### src/bls_pkg.sv
// Shared types, codes and constants for the Bresenham line stepper.
// Used by every module of the block; no dependencies of its own.
`default_nettype none

package bls_pkg;

  // Fixed field widths
  localparam int REG_W          = 12;
  localparam int ADDR_W         = 22;
  localparam int CFG_IDX_W      = 2;

  // Parameter defaults
  localparam int COORD_BITS_DEF = 12;
  localparam int FIFO_DEPTH_DEF = 2;

  // Register reset values
  localparam logic [REG_W-1:0] FRAME_WIDTH_RST  = 12'd1024;
  localparam logic [REG_W-1:0] FRAME_HEIGHT_RST = 12'd768;

  // Item kinds carried on the input tuser
  typedef enum logic {
    ACT_LOAD = 1'b0,
    ACT_STEP = 1'b1
  } action_e;

  // Configuration register indexes
  typedef enum logic [CFG_IDX_W-1:0] {
    REG_FRAME_WIDTH  = 2'd0,
    REG_FRAME_HEIGHT = 2'd1
  } reg_idx_e;

  // Bits of one queued command: kind, four endpoints, two deltas,
  // two direction flags, step total and error term.
  function automatic int cmd_width(int coord_bits);
    return 8 * coord_bits + 5;
  endfunction

endpackage

`default_nettype wire

### src/bls_front.sv
// Front end: accepts input beats, classifies them and does the line setup.
// Depends on bls_pkg; feeds the command queue.
`default_nettype none

module bls_front #(
  parameter int COORD_BITS = bls_pkg::COORD_BITS_DEF,
  parameter int CMD_W      = bls_pkg::cmd_width(COORD_BITS)
) (
  input  wire logic                  clk_i,
  input  wire logic                  rst_ni,
  input  wire logic                  in_valid_i,
  output logic                       in_ready_o,
  input  wire bls_pkg::action_e      action_i,
  input  wire logic [COORD_BITS-1:0] start_x_i,
  input  wire logic [COORD_BITS-1:0] start_y_i,
  input  wire logic [COORD_BITS-1:0] end_x_i,
  input  wire logic [COORD_BITS-1:0] end_y_i,
  output logic                       cmd_valid_o,
  input  wire logic                  cmd_ready_i,
  output logic [CMD_W-1:0]           cmd_data_o
);

  localparam int C = COORD_BITS;

  typedef struct packed {
    bls_pkg::action_e action;
    logic [C-1:0]     sx;
    logic [C-1:0]     sy;
    logic [C-1:0]     ex;
    logic [C-1:0]     ey;
    logic [C-1:0]     adx;
    logic [C-1:0]     ady;
    logic             dxn;
    logic             dyn;
    logic [C-1:0]     total;
    logic [C+1:0]     err;
  } cmd_t;

  logic         valid_q;
  cmd_t         cmd_q;
  cmd_t         cmd_d;
  logic         take;
  logic [C:0]   dx;
  logic [C:0]   dy;
  logic [C:0]   adx_full;
  logic [C:0]   ady_full;
  logic [C-1:0] adx;
  logic [C-1:0] ady;

  // Signed deltas, one bit wider than a coordinate
  assign dx = {end_x_i[C-1], end_x_i} - {start_x_i[C-1], start_x_i};
  assign dy = {end_y_i[C-1], end_y_i} - {start_y_i[C-1], start_y_i};

  // Magnitudes always fit in C bits
  assign adx_full = dx[C] ? ((C+1)'(0) - dx) : dx;
  assign ady_full = dy[C] ? ((C+1)'(0) - dy) : dy;
  assign adx      = adx_full[C-1:0];
  assign ady      = ady_full[C-1:0];

  // Build the command record
  always_comb begin
    cmd_d.action = action_i;
    cmd_d.sx     = start_x_i;
    cmd_d.sy     = start_y_i;
    cmd_d.ex     = end_x_i;
    cmd_d.ey     = end_y_i;
    cmd_d.adx    = adx;
    cmd_d.ady    = ady;
    cmd_d.dxn    = !($signed(start_x_i) < $signed(end_x_i));
    cmd_d.dyn    = !($signed(start_y_i) < $signed(end_y_i));
    cmd_d.total  = (adx >= ady) ? adx : ady;
    cmd_d.err    = {2'b00, adx} - {2'b00, ady};
  end

  // Hold one command until the queue takes it
  assign in_ready_o  = !valid_q || cmd_ready_i;
  assign take        = in_valid_i && in_ready_o;
  assign cmd_valid_o = valid_q;
  assign cmd_data_o  = cmd_q;

  always_ff @(posedge clk_i or negedge rst_ni) begin
    if (!rst_ni) begin
      valid_q <= 1'b0;
    end else if (in_ready_o) begin
      valid_q <= in_valid_i;
    end
  end

  always_ff @(posedge clk_i) begin
    if (take) begin
      cmd_q <= cmd_d;
    end
  end

endmodule

`default_nettype wire

### src/bls_fifo.sv
// Short command queue between the front end and the step engine.
// Generic width and depth; no package dependencies beyond defaults.
`default_nettype none

module bls_fifo #(
  parameter int WIDTH = 8,
  parameter int DEPTH = bls_pkg::FIFO_DEPTH_DEF
) (
  input  wire logic             clk_i,
  input  wire logic             rst_ni,
  input  wire logic             push_valid_i,
  output logic                  push_ready_o,
  input  wire logic [WIDTH-1:0] push_data_i,
  output logic                  pop_valid_o,
  input  wire logic             pop_ready_i,
  output logic [WIDTH-1:0]      pop_data_o
);

  localparam int PTR_W = (DEPTH > 1) ? $clog2(DEPTH) : 1;
  localparam int CNT_W = $clog2(DEPTH + 1);

  logic [WIDTH-1:0] mem [DEPTH];
  logic [PTR_W-1:0] wr_ptr_q;
  logic [PTR_W-1:0] rd_ptr_q;
  logic [CNT_W-1:0] count_q;
  logic             push;
  logic             pop;

  assign push_ready_o = (count_q != CNT_W'(DEPTH));
  assign pop_valid_o  = (count_q != '0);
  assign pop_data_o   = mem[rd_ptr_q];
  assign push         = push_valid_i && push_ready_o;
  assign pop          = pop_valid_o && pop_ready_i;

  // Advance pointers and fill count
  always_ff @(posedge clk_i or negedge rst_ni) begin
    if (!rst_ni) begin
      wr_ptr_q <= '0;
      rd_ptr_q <= '0;
      count_q  <= '0;
    end else begin
      if (push) begin
        wr_ptr_q <= (wr_ptr_q == PTR_W'(DEPTH - 1)) ? '0 : wr_ptr_q + 1'b1;
      end
      if (pop) begin
        rd_ptr_q <= (rd_ptr_q == PTR_W'(DEPTH - 1)) ? '0 : rd_ptr_q + 1'b1;
      end
      if (push && !pop) begin
        count_q <= count_q + 1'b1;
      end else if (pop && !push) begin
        count_q <= count_q - 1'b1;
      end
    end
  end

  // Store entries
  always_ff @(posedge clk_i) begin
    if (push) begin
      mem[wr_ptr_q] <= push_data_i;
    end
  end

endmodule

`default_nettype wire

### src/bls_engine.sv
// Step engine: holds the active line and advances it one pixel per step.
// Depends on bls_pkg; takes commands from the queue, feeds the address stage.
`default_nettype none

module bls_engine #(
  parameter int COORD_BITS = bls_pkg::COORD_BITS_DEF,
  parameter int CMD_W      = bls_pkg::cmd_width(COORD_BITS)
) (
  input  wire logic             clk_i,
  input  wire logic             rst_ni,
  input  wire logic             cmd_valid_i,
  output logic                  cmd_ready_o,
  input  wire logic [CMD_W-1:0] cmd_data_i,
  output logic                  pix_valid_o,
  input  wire logic             pix_ready_i,
  output logic [COORD_BITS-1:0] pix_x_o,
  output logic [COORD_BITS-1:0] pix_y_o,
  output logic [COORD_BITS-1:0] pix_index_o,
  output logic [COORD_BITS-1:0] pix_total_o,
  output logic                  pix_last_o
);

  localparam int C = COORD_BITS;

  typedef struct packed {
    bls_pkg::action_e action;
    logic [C-1:0]     sx;
    logic [C-1:0]     sy;
    logic [C-1:0]     ex;
    logic [C-1:0]     ey;
    logic [C-1:0]     adx;
    logic [C-1:0]     ady;
    logic             dxn;
    logic             dyn;
    logic [C-1:0]     total;
    logic [C+1:0]     err;
  } cmd_t;

  cmd_t                cmd;
  logic                active_q;
  logic [C-1:0]        x_q;
  logic [C-1:0]        y_q;
  logic [C-1:0]        tx_q;
  logic [C-1:0]        ty_q;
  logic [C-1:0]        adx_q;
  logic [C-1:0]        ady_q;
  logic                dxn_q;
  logic                dyn_q;
  logic [C+1:0]        err_q;
  logic [C-1:0]        cnt_q;
  logic [C-1:0]        total_q;

  logic                pix_valid_q;
  logic [C-1:0]        pix_x_q;
  logic [C-1:0]        pix_y_q;
  logic [C-1:0]        pix_index_q;
  logic [C-1:0]        pix_total_q;
  logic                pix_last_q;

  logic                is_step;
  logic                pix_free;
  logic                take;
  logic                is_load;
  logic                emit;
  logic signed [C+2:0] e2;
  logic signed [C+2:0] neg_ady;
  logic signed [C+2:0] pos_adx;
  logic                step_x;
  logic                step_y;
  logic [C+1:0]        err_n;
  logic [C-1:0]        x_n;
  logic [C-1:0]        y_n;
  logic                fin;

  assign cmd = cmd_t'(cmd_data_i);

  // Loads and idle steps never wait; a live step waits for a free pixel slot
  assign is_step     = (cmd.action == bls_pkg::ACT_STEP);
  assign pix_free    = !pix_valid_q || pix_ready_i;
  assign cmd_ready_o = !is_step || !active_q || pix_free;
  assign take        = cmd_valid_i && cmd_ready_o;
  assign is_load     = take && !is_step;
  assign emit        = take && is_step && active_q;

  // Bresenham decision on the doubled error term
  assign e2      = $signed({err_q, 1'b0});
  assign neg_ady = -$signed({3'b000, ady_q});
  assign pos_adx = $signed({3'b000, adx_q});
  assign step_x  = (e2 > neg_ady);
  assign step_y  = (e2 < pos_adx);

  always_comb begin
    err_n = err_q;
    if (step_x) begin
      err_n = err_n - {2'b00, ady_q};
    end
    if (step_y) begin
      err_n = err_n + {2'b00, adx_q};
    end
  end

  assign x_n = step_x ? (dxn_q ? x_q - 1'b1 : x_q + 1'b1) : x_q;
  assign y_n = step_y ? (dyn_q ? y_q - 1'b1 : y_q + 1'b1) : y_q;
  assign fin = (x_n == tx_q) && (y_n == ty_q);

  // Line-active flag and pixel slot valid
  always_ff @(posedge clk_i or negedge rst_ni) begin
    if (!rst_ni) begin
      active_q    <= 1'b0;
      pix_valid_q <= 1'b0;
    end else begin
      if (is_load) begin
        active_q <= (cmd.sx != cmd.ex) || (cmd.sy != cmd.ey);
      end else if (emit && fin) begin
        active_q <= 1'b0;
      end
      if (emit) begin
        pix_valid_q <= 1'b1;
      end else if (pix_ready_i) begin
        pix_valid_q <= 1'b0;
      end
    end
  end

  // Load a new line or advance the current one
  always_ff @(posedge clk_i) begin
    if (is_load) begin
      x_q     <= cmd.sx;
      y_q     <= cmd.sy;
      tx_q    <= cmd.ex;
      ty_q    <= cmd.ey;
      adx_q   <= cmd.adx;
      ady_q   <= cmd.ady;
      dxn_q   <= cmd.dxn;
      dyn_q   <= cmd.dyn;
      err_q   <= cmd.err;
      cnt_q   <= '0;
      total_q <= cmd.total;
    end else if (emit) begin
      x_q   <= x_n;
      y_q   <= y_n;
      err_q <= err_n;
      cnt_q <= cnt_q + 1'b1;
    end
    if (emit) begin
      pix_x_q     <= x_q;
      pix_y_q     <= y_q;
      pix_index_q <= cnt_q;
      pix_total_q <= total_q;
      pix_last_q  <= fin;
    end
  end

  assign pix_valid_o = pix_valid_q;
  assign pix_x_o     = pix_x_q;
  assign pix_y_o     = pix_y_q;
  assign pix_index_o = pix_index_q;
  assign pix_total_o = pix_total_q;
  assign pix_last_o  = pix_last_q;

endmodule

`default_nettype wire

### src/bls_addr.sv
// Clip and address stage: frame test, row multiply, then the output register.
// Depends on bls_pkg; drives the result channel of the top level.
`default_nettype none

module bls_addr #(
  parameter int COORD_BITS = bls_pkg::COORD_BITS_DEF
) (
  input  wire logic                         clk_i,
  input  wire logic                         rst_ni,
  input  wire logic [bls_pkg::REG_W-1:0]    frame_width_i,
  input  wire logic [bls_pkg::REG_W-1:0]    frame_height_i,
  input  wire logic                         pix_valid_i,
  output logic                              pix_ready_o,
  input  wire logic [COORD_BITS-1:0]        pix_x_i,
  input  wire logic [COORD_BITS-1:0]        pix_y_i,
  input  wire logic [COORD_BITS-1:0]        pix_index_i,
  input  wire logic [COORD_BITS-1:0]        pix_total_i,
  input  wire logic                         pix_last_i,
  output logic                              out_valid_o,
  input  wire logic                         out_ready_i,
  output logic [COORD_BITS-1:0]             pixel_x_o,
  output logic [COORD_BITS-1:0]             pixel_y_o,
  output logic                              inside_res_o,
  output logic [bls_pkg::ADDR_W-1:0]        pixel_address_o,
  output logic [COORD_BITS-1:0]             position_index_o,
  output logic [COORD_BITS-1:0]             total_steps_o,
  output logic                              last_o
);

  localparam int C      = COORD_BITS;
  localparam int RW     = bls_pkg::REG_W;
  localparam int AW     = bls_pkg::ADDR_W;
  localparam int CW     = (C > RW) ? C : RW;
  localparam int PROD_W = C + RW;

  logic              s1_valid_q;
  logic [C-1:0]      s1_x_q;
  logic [C-1:0]      s1_y_q;
  logic [C-1:0]      s1_index_q;
  logic [C-1:0]      s1_total_q;
  logic              s1_last_q;
  logic              s1_inside_q;
  logic [AW-1:0]     s1_prod_q;

  logic              s2_valid_q;
  logic [C-1:0]      s2_x_q;
  logic [C-1:0]      s2_y_q;
  logic [C-1:0]      s2_index_q;
  logic [C-1:0]      s2_total_q;
  logic              s2_last_q;
  logic              s2_inside_q;
  logic [AW-1:0]     s2_addr_q;

  logic              s2_free;
  logic              s1_free;
  logic              in_frame;
  logic [PROD_W-1:0] prod_full;

  assign s2_free     = !s2_valid_q || out_ready_i;
  assign s1_free     = !s1_valid_q || s2_free;
  assign pix_ready_o = s1_free;

  // Frame test and row offset
  assign in_frame = !pix_x_i[C-1] && !pix_y_i[C-1]
                 && (CW'(pix_x_i) < CW'(frame_width_i))
                 && (CW'(pix_y_i) < CW'(frame_height_i));
  assign prod_full = PROD_W'(pix_y_i) * PROD_W'(frame_width_i);

  // Stage valids
  always_ff @(posedge clk_i or negedge rst_ni) begin
    if (!rst_ni) begin
      s1_valid_q <= 1'b0;
      s2_valid_q <= 1'b0;
    end else begin
      if (s1_free) begin
        s1_valid_q <= pix_valid_i;
      end
      if (s2_free) begin
        s2_valid_q <= s1_valid_q;
      end
    end
  end

  // Register product, then add the column and hold the result beat
  always_ff @(posedge clk_i) begin
    if (s1_free && pix_valid_i) begin
      s1_x_q      <= pix_x_i;
      s1_y_q      <= pix_y_i;
      s1_index_q  <= pix_index_i;
      s1_total_q  <= pix_total_i;
      s1_last_q   <= pix_last_i;
      s1_inside_q <= in_frame;
      s1_prod_q   <= AW'(prod_full);
    end
    if (s2_free && s1_valid_q) begin
      s2_x_q      <= s1_x_q;
      s2_y_q      <= s1_y_q;
      s2_index_q  <= s1_index_q;
      s2_total_q  <= s1_total_q;
      s2_last_q   <= s1_last_q;
      s2_inside_q <= s1_inside_q;
      s2_addr_q   <= s1_inside_q ? (AW'(s1_x_q) + s1_prod_q) : '0;
    end
  end

  assign out_valid_o      = s2_valid_q;
  assign pixel_x_o        = s2_x_q;
  assign pixel_y_o        = s2_y_q;
  assign inside_res_o     = s2_inside_q;
  assign pixel_address_o  = s2_addr_q;
  assign position_index_o = s2_index_q;
  assign total_steps_o    = s2_total_q;
  assign last_o           = s2_last_q;

endmodule

`default_nettype wire

### src/bresenham_line_stepper.sv
// Top level of the Bresenham line stepper: ports, frame registers, wiring.
// Depends on bls_pkg, bls_front, bls_fifo, bls_engine and bls_addr.
//
// A load beat (tuser = 0) sets up a line from two signed endpoints and gives
// no result; each step beat (tuser = 1) then yields one pixel with its
// coordinates, a frame clip flag, the address x + y * frame_width (zero when
// outside), its index on the line and the line's step total. tlast marks the
// final pixel; the end point itself is never emitted, so a line gives exactly
// max(|dx|, |dy|) pixels. Steps with no line in progress are dropped. The
// block takes one beat per clock while the result side accepts, as the step
// engine's position and error registers can advance every clock. A step beat
// passes the front register, queue, engine, multiply stage and add and output
// register before its pixel appears. The user must write frame registers only
// while the block is idle; the block itself does not enforce this.
`default_nettype none

module bresenham_line_stepper #(
  parameter int COORD_BITS = bls_pkg::COORD_BITS_DEF,
  parameter int FIFO_DEPTH = bls_pkg::FIFO_DEPTH_DEF
) (
  input  wire logic                             clk_i,
  input  wire logic                             rst_ni,
  // Input beats
  input  wire logic                             s_axis_tvalid,
  output logic                                  s_axis_tready,
  // start_x, start_y, end_x, end_y
  input  wire logic [((4*COORD_BITS+7)/8)*8-1:0] s_axis_tdata,
  // action
  input  wire logic                             s_axis_tuser,
  // Result beats
  output logic                                  m_axis_tvalid,
  input  wire logic                             m_axis_tready,
  // pixel_x, pixel_y, inside_res, pixel_address, position_index, total_steps
  output logic [((4*COORD_BITS+bls_pkg::ADDR_W+1+7)/8)*8-1:0] m_axis_tdata,
  // last
  output logic                                  m_axis_tlast,
  // Register writes
  input  wire logic                             cfg_valid_i,
  output logic                                  cfg_ready_o,
  input  wire logic [bls_pkg::CFG_IDX_W-1:0]    cfg_index_i,
  input  wire logic [bls_pkg::REG_W-1:0]        cfg_data_i
);

  localparam int C           = COORD_BITS;
  localparam int CMD_W       = bls_pkg::cmd_width(COORD_BITS);
  localparam int OUT_TDATA_W = ((4*COORD_BITS + bls_pkg::ADDR_W + 1 + 7) / 8) * 8;

  logic [bls_pkg::REG_W-1:0]  frame_width_q;
  logic [bls_pkg::REG_W-1:0]  frame_height_q;

  logic                       fq_valid;
  logic                       fq_ready;
  logic [CMD_W-1:0]           fq_data;
  logic                       qe_valid;
  logic                       qe_ready;
  logic [CMD_W-1:0]           qe_data;

  logic                       pix_valid;
  logic                       pix_ready;
  logic [C-1:0]               pix_x;
  logic [C-1:0]               pix_y;
  logic [C-1:0]               pix_index;
  logic [C-1:0]               pix_total;
  logic                       pix_last;

  logic [C-1:0]               pixel_x;
  logic [C-1:0]               pixel_y;
  logic                       inside_res;
  logic [bls_pkg::ADDR_W-1:0] pixel_address;
  logic [C-1:0]               position_index;
  logic [C-1:0]               total_steps;

  // Frame registers
  assign cfg_ready_o = 1'b1;

  always_ff @(posedge clk_i or negedge rst_ni) begin
    if (!rst_ni) begin
      frame_width_q  <= bls_pkg::FRAME_WIDTH_RST;
      frame_height_q <= bls_pkg::FRAME_HEIGHT_RST;
    end else if (cfg_valid_i) begin
      unique case (bls_pkg::reg_idx_e'(cfg_index_i))
        bls_pkg::REG_FRAME_WIDTH:  frame_width_q  <= cfg_data_i;
        bls_pkg::REG_FRAME_HEIGHT: frame_height_q <= cfg_data_i;
        default: ;
      endcase
    end
  end

  bls_front #(
    .COORD_BITS (COORD_BITS),
    .CMD_W      (CMD_W)
  ) u_front (
    .clk_i       (clk_i),
    .rst_ni      (rst_ni),
    .in_valid_i  (s_axis_tvalid),
    .in_ready_o  (s_axis_tready),
    .action_i    (bls_pkg::action_e'(s_axis_tuser)),
    .start_x_i   (s_axis_tdata[C-1:0]),
    .start_y_i   (s_axis_tdata[2*C-1:C]),
    .end_x_i     (s_axis_tdata[3*C-1:2*C]),
    .end_y_i     (s_axis_tdata[4*C-1:3*C]),
    .cmd_valid_o (fq_valid),
    .cmd_ready_i (fq_ready),
    .cmd_data_o  (fq_data)
  );

  bls_fifo #(
    .WIDTH (CMD_W),
    .DEPTH (FIFO_DEPTH)
  ) u_fifo (
    .clk_i        (clk_i),
    .rst_ni       (rst_ni),
    .push_valid_i (fq_valid),
    .push_ready_o (fq_ready),
    .push_data_i  (fq_data),
    .pop_valid_o  (qe_valid),
    .pop_ready_i  (qe_ready),
    .pop_data_o   (qe_data)
  );

  bls_engine #(
    .COORD_BITS (COORD_BITS),
    .CMD_W      (CMD_W)
  ) u_engine (
    .clk_i       (clk_i),
    .rst_ni      (rst_ni),
    .cmd_valid_i (qe_valid),
    .cmd_ready_o (qe_ready),
    .cmd_data_i  (qe_data),
    .pix_valid_o (pix_valid),
    .pix_ready_i (pix_ready),
    .pix_x_o     (pix_x),
    .pix_y_o     (pix_y),
    .pix_index_o (pix_index),
    .pix_total_o (pix_total),
    .pix_last_o  (pix_last)
  );

  bls_addr #(
    .COORD_BITS (COORD_BITS)
  ) u_addr (
    .clk_i            (clk_i),
    .rst_ni           (rst_ni),
    .frame_width_i    (frame_width_q),
    .frame_height_i   (frame_height_q),
    .pix_valid_i      (pix_valid),
    .pix_ready_o      (pix_ready),
    .pix_x_i          (pix_x),
    .pix_y_i          (pix_y),
    .pix_index_i      (pix_index),
    .pix_total_i      (pix_total),
    .pix_last_i       (pix_last),
    .out_valid_o      (m_axis_tvalid),
    .out_ready_i      (m_axis_tready),
    .pixel_x_o        (pixel_x),
    .pixel_y_o        (pixel_y),
    .inside_res_o     (inside_res),
    .pixel_address_o  (pixel_address),
    .position_index_o (position_index),
    .total_steps_o    (total_steps),
    .last_o           (m_axis_tlast)
  );

  // Pack the result beat, first field lowest
  assign m_axis_tdata = OUT_TDATA_W'({total_steps, position_index, pixel_address,
                                      inside_res, pixel_y, pixel_x});

endmodule

`default_nettype wire

### config.mk
export PLATFORM = sky130hd
export DESIGN_NAME = bresenham_line_stepper
export DESIGN_NICKNAME = d
export VERILOG_FILES = /design/src/bls_pkg.sv /design/src/bls_front.sv /design/src/bls_fifo.sv /design/src/bls_engine.sv /design/src/bls_addr.sv /design/src/bresenham_line_stepper.sv
export SDC_FILE = /design/constraint.sdc
export NUM_CORES = 1
export LEC_CHECK = 0
export BUFFER_PORTS_ARGS = -buffer_cell sky130_fd_sc_hd__buf_2
export CORE_MARGIN = 2
export CORE_UTILIZATION = 45
export DETAILED_ROUTE_END_ITERATION = 16
export PLACE_DENSITY_LB_ADDON = 0.25
export RECOVER_POWER = 100
export SKIP_LAST_GASP = 1
export SLEW_MARGIN = 40
export SYNTH_ARGS = -nofsm -noshare
export SYNTH_HDL_FRONTEND = slang
export SYNTH_HIERARCHICAL = 1
export SYNTH_SLANG_ARGS = --single-unit
### constraint.sdc
create_clock -name clk_i -period 7.8 [get_ports clk_i]
set_clock_uncertainty 0.2 [all_clocks]
set_input_delay 0.78 -clock clk_i [delete_from_list [all_inputs] [get_ports clk_i]]
set_output_delay 0.78 -clock clk_i [all_outputs]
set_load 0.01 [all_outputs]
==> results.ini <==
[run_status]
status = finished with violations
violations = max-capacitance violations, max-slew violations

[drt]
vias = 21072
via_per_inst = 5.29
first_pass_iters = 7
drc = 0
ant_nets = 0
wl_per_cell_um = 18.9
drtIter0Drc = 1569
wirelength_um = 75500

[setup_path]
r2r-start = u_engine/ady_q[2]
cp-end-kind = flop
cpMostUsedCell = nand2_1
r2r_cells = 25
critPathLaunchType = flop
cp.depth = 25
arrival_ns = 7.01
startpoint = u_engine/ady_q[2]
cp.required_ns = 8.05
crit_slowest_cell = a2111oi_0
crit_family = compound AO/OA/AOI/OAI gates
path_buf_inv = 1
cp_slowest_stage_delay_ns = 0.70
critPathKind = reg2reg
cp_max_fo = 17

[grt]
grt_max_degree = 84
grt_usage = 0.191
antenna_found_initial = 0
grt_pass1_vias = 21576
grt_first_pass_wirelength_um = 119000
overflow = 0

[final_layout]
drive_above_1_share = 0.0747
n_antenna_cell = 0
layout_common_cells = edfxtp_1 (595), inv_1 (267), ha_1 (200)
syn2layout_area_growth_pct = 10.4
final_nets = 3266
final_common_cell = edfxtp_1
nFillCells = 6739

[placed_design]
place.gp.congestion = 0.928
place_hpwl_um = 56300
port_buffers = 141

[clocking]
ctsLongestPathBuffers = 3
clock_sinks = 640
cts_tree = yes
post_cts_buffers = 0
clk_latency_ns = 0.63
cts_hold_buffers = 1
clk_pin_slew_ns = 0.06
cts-htree-levels = 3
cts_resized = 0
cts_buffers = 71
cts_root_buffer = clkbuf_16

[hold_path]
hold_class = in2reg
hold_start = s_axis_tuser
min_delay_path_depth = 1

[synthesis]
synthArstFlopShare = 0.0516
synth-edff-count = 595
synth_flop_cell = edfxtp_1
netlist_instances = 2729
ys_ff_latch = 640
ys_types = 104
synth_area_leaders = edfxtp_1 (51%), ha_1 (7.2%), fa_1 (6.1%), mux2_4 (3.8%), inv_1 (2.9%)
yosysTopAreaCell = edfxtp_1
netlist_area_sq_mm = 0.0350
syn_area_per_cell_sq_um = 12.8
synth_top_area_share = 0.511
ys_seq_area_frac = 0.542
yosys_warnings = 6
synth_fp_nets = 3104

[floorplan]
start_util = 0.453
die_x_um = 283
io_pins = 144
die_area_sq_mm = 0.0799
fp-row-count = 102
core_sq_mm = 0.0772
die_h_um = 283

[sta]
period_minus_slack_ns = 6.76
finalSetupViolations = 0
clock.fmax_mhz = 148
period_share = 0.866
drv_slew = 702
rsz0062_at_grt = no
max-slew-margin-rel = -2.05
finalSetupTns_ns = 0
worst_pin_slew_ns = 4.58
final-hold-violation-count = 0

[job]
drv_cap = 14

==> area by class of cell <==
type	instances	area (sq um)	share of cell area
Tap cell	1040	1300	0.0337
Clock inverter	45	507	0.0131
Multi-Input combinational cell	1745	14300	0.371
Sequential cell	640	18900	0.491
Clock buffer	84	1850	0.0479
Timing Repair Buffer	163	663	0.0172
Inverter	270	1010	0.0263
==> worst register-to-register path, stage by stage, from the launching register on <==
cell and delay, ns:
edfxtp_1 0.44, nor3_1 0.27, nand2_1 0.13, nor4_1 0.42
nand2_1 0.22, o41ai_1 0.31, o21ai_0 0.17, ha_1 0.32
nand2_1 0.06, nor3_1 0.24, nand4_1 0.17, o211a_1 0.27
nor2_1 0.39, buf_4 0.30, nand2_1 0.08, nand2_1 0.12
ha_1 0.24, a21o_1 0.21, a2111oi_0 0.70, o31ai_1 0.21
o21a_1 0.23, o21a_1 0.20, nor2_1 0.10, nor3_1 0.07
o311a_1 0.35, a211oi_1 0.20
==> flip-flops by register name, summed over array words and instances (netlist names), 14 cells and up <==
| register | flops |
|---|---|
| u_front/cmd_data_o | 100 |
| u_addr/s1_prod_q | 22 |
| u_fifo/mem | 202 |
| u_engine/err_q | 14 |
| u_addr/pixel_address_o | 22 |
==> final timing paths <==
check / to / slack, ns
max: u_engine/err_q[13] / 1.04
min: u_front/cmd_data_o[100] / 0.15
max reg2reg: u_engine/err_q[13] / 1.04
min reg2reg: u_addr/s1_last_q / 0.21
max in group asynchronous: frame_height_q[0] / 5.33
min in group asynchronous: u_engine/pix_valid_o / 1.00
==> kinds of logic (layout without fill, tap and decap cells) <==
family                     after synthesis  count (layout)  synth area share
and+or+nand+nor                        675             675            0.0975
DFF                                    640             640             0.542
AOI/OAI and AO/OA                      429             429            0.0826
buffers and inverters                  344             562            0.0403
adders and majority gates              309             309             0.133
xor gates and xnor gates               175             175            0.0455
muxes                                  155             155            0.0588
other                                    2               2          0.000215
==> cell usage after synthesis, drive strengths merged (16+ instances only) <==
library cell and instances:
o21ai 72, clkbuf 48, nand3 45, o211ai 19
nand4 25, inv 269, xor2 72, nor2b 26
mux2i 19, nand2b 38, dfrtp 30, nand2 199
mux2 136, xnor2 100, nor2 134, fa 107
a21oi 123, edfxtp 595, a21o 29, and3 16
a31oi 28, ha 200, or3 18, a211oi 28
and2 74, buf 26, o21a 24, nor3 35
==> metrics by stage <==
stage                util  cell area (sq um)  hold WS, ns  std cells  setup WS (ns)
floorplan               -              35000        0.200       2729           1.95
global placement    0.476              36700        0.201       3853           1.44
detailed placement  0.477              36800        0.205       3855           1.20
CTS                 0.507              39200        0.109       3985           1.19
global route        0.500              38600        0.136       3987          0.429
finish              0.500              38600        0.150       3987           1.04
==> layer usage <==
layer / wire length, um / vias to the layer above / GRT usage
met5: 0 / - / 0
met4: 1790 / 0 / 0.0571
met3: 2920 / 97 / 0.0255
met2: 36600 / 461 / 0.325
met1: 34200 / 10342 / 0.254
li1: - / 10172 / -
Power is not shown: default switching activity piles up to over one toggle a cycle in this logic, so the estimate is an artifact.
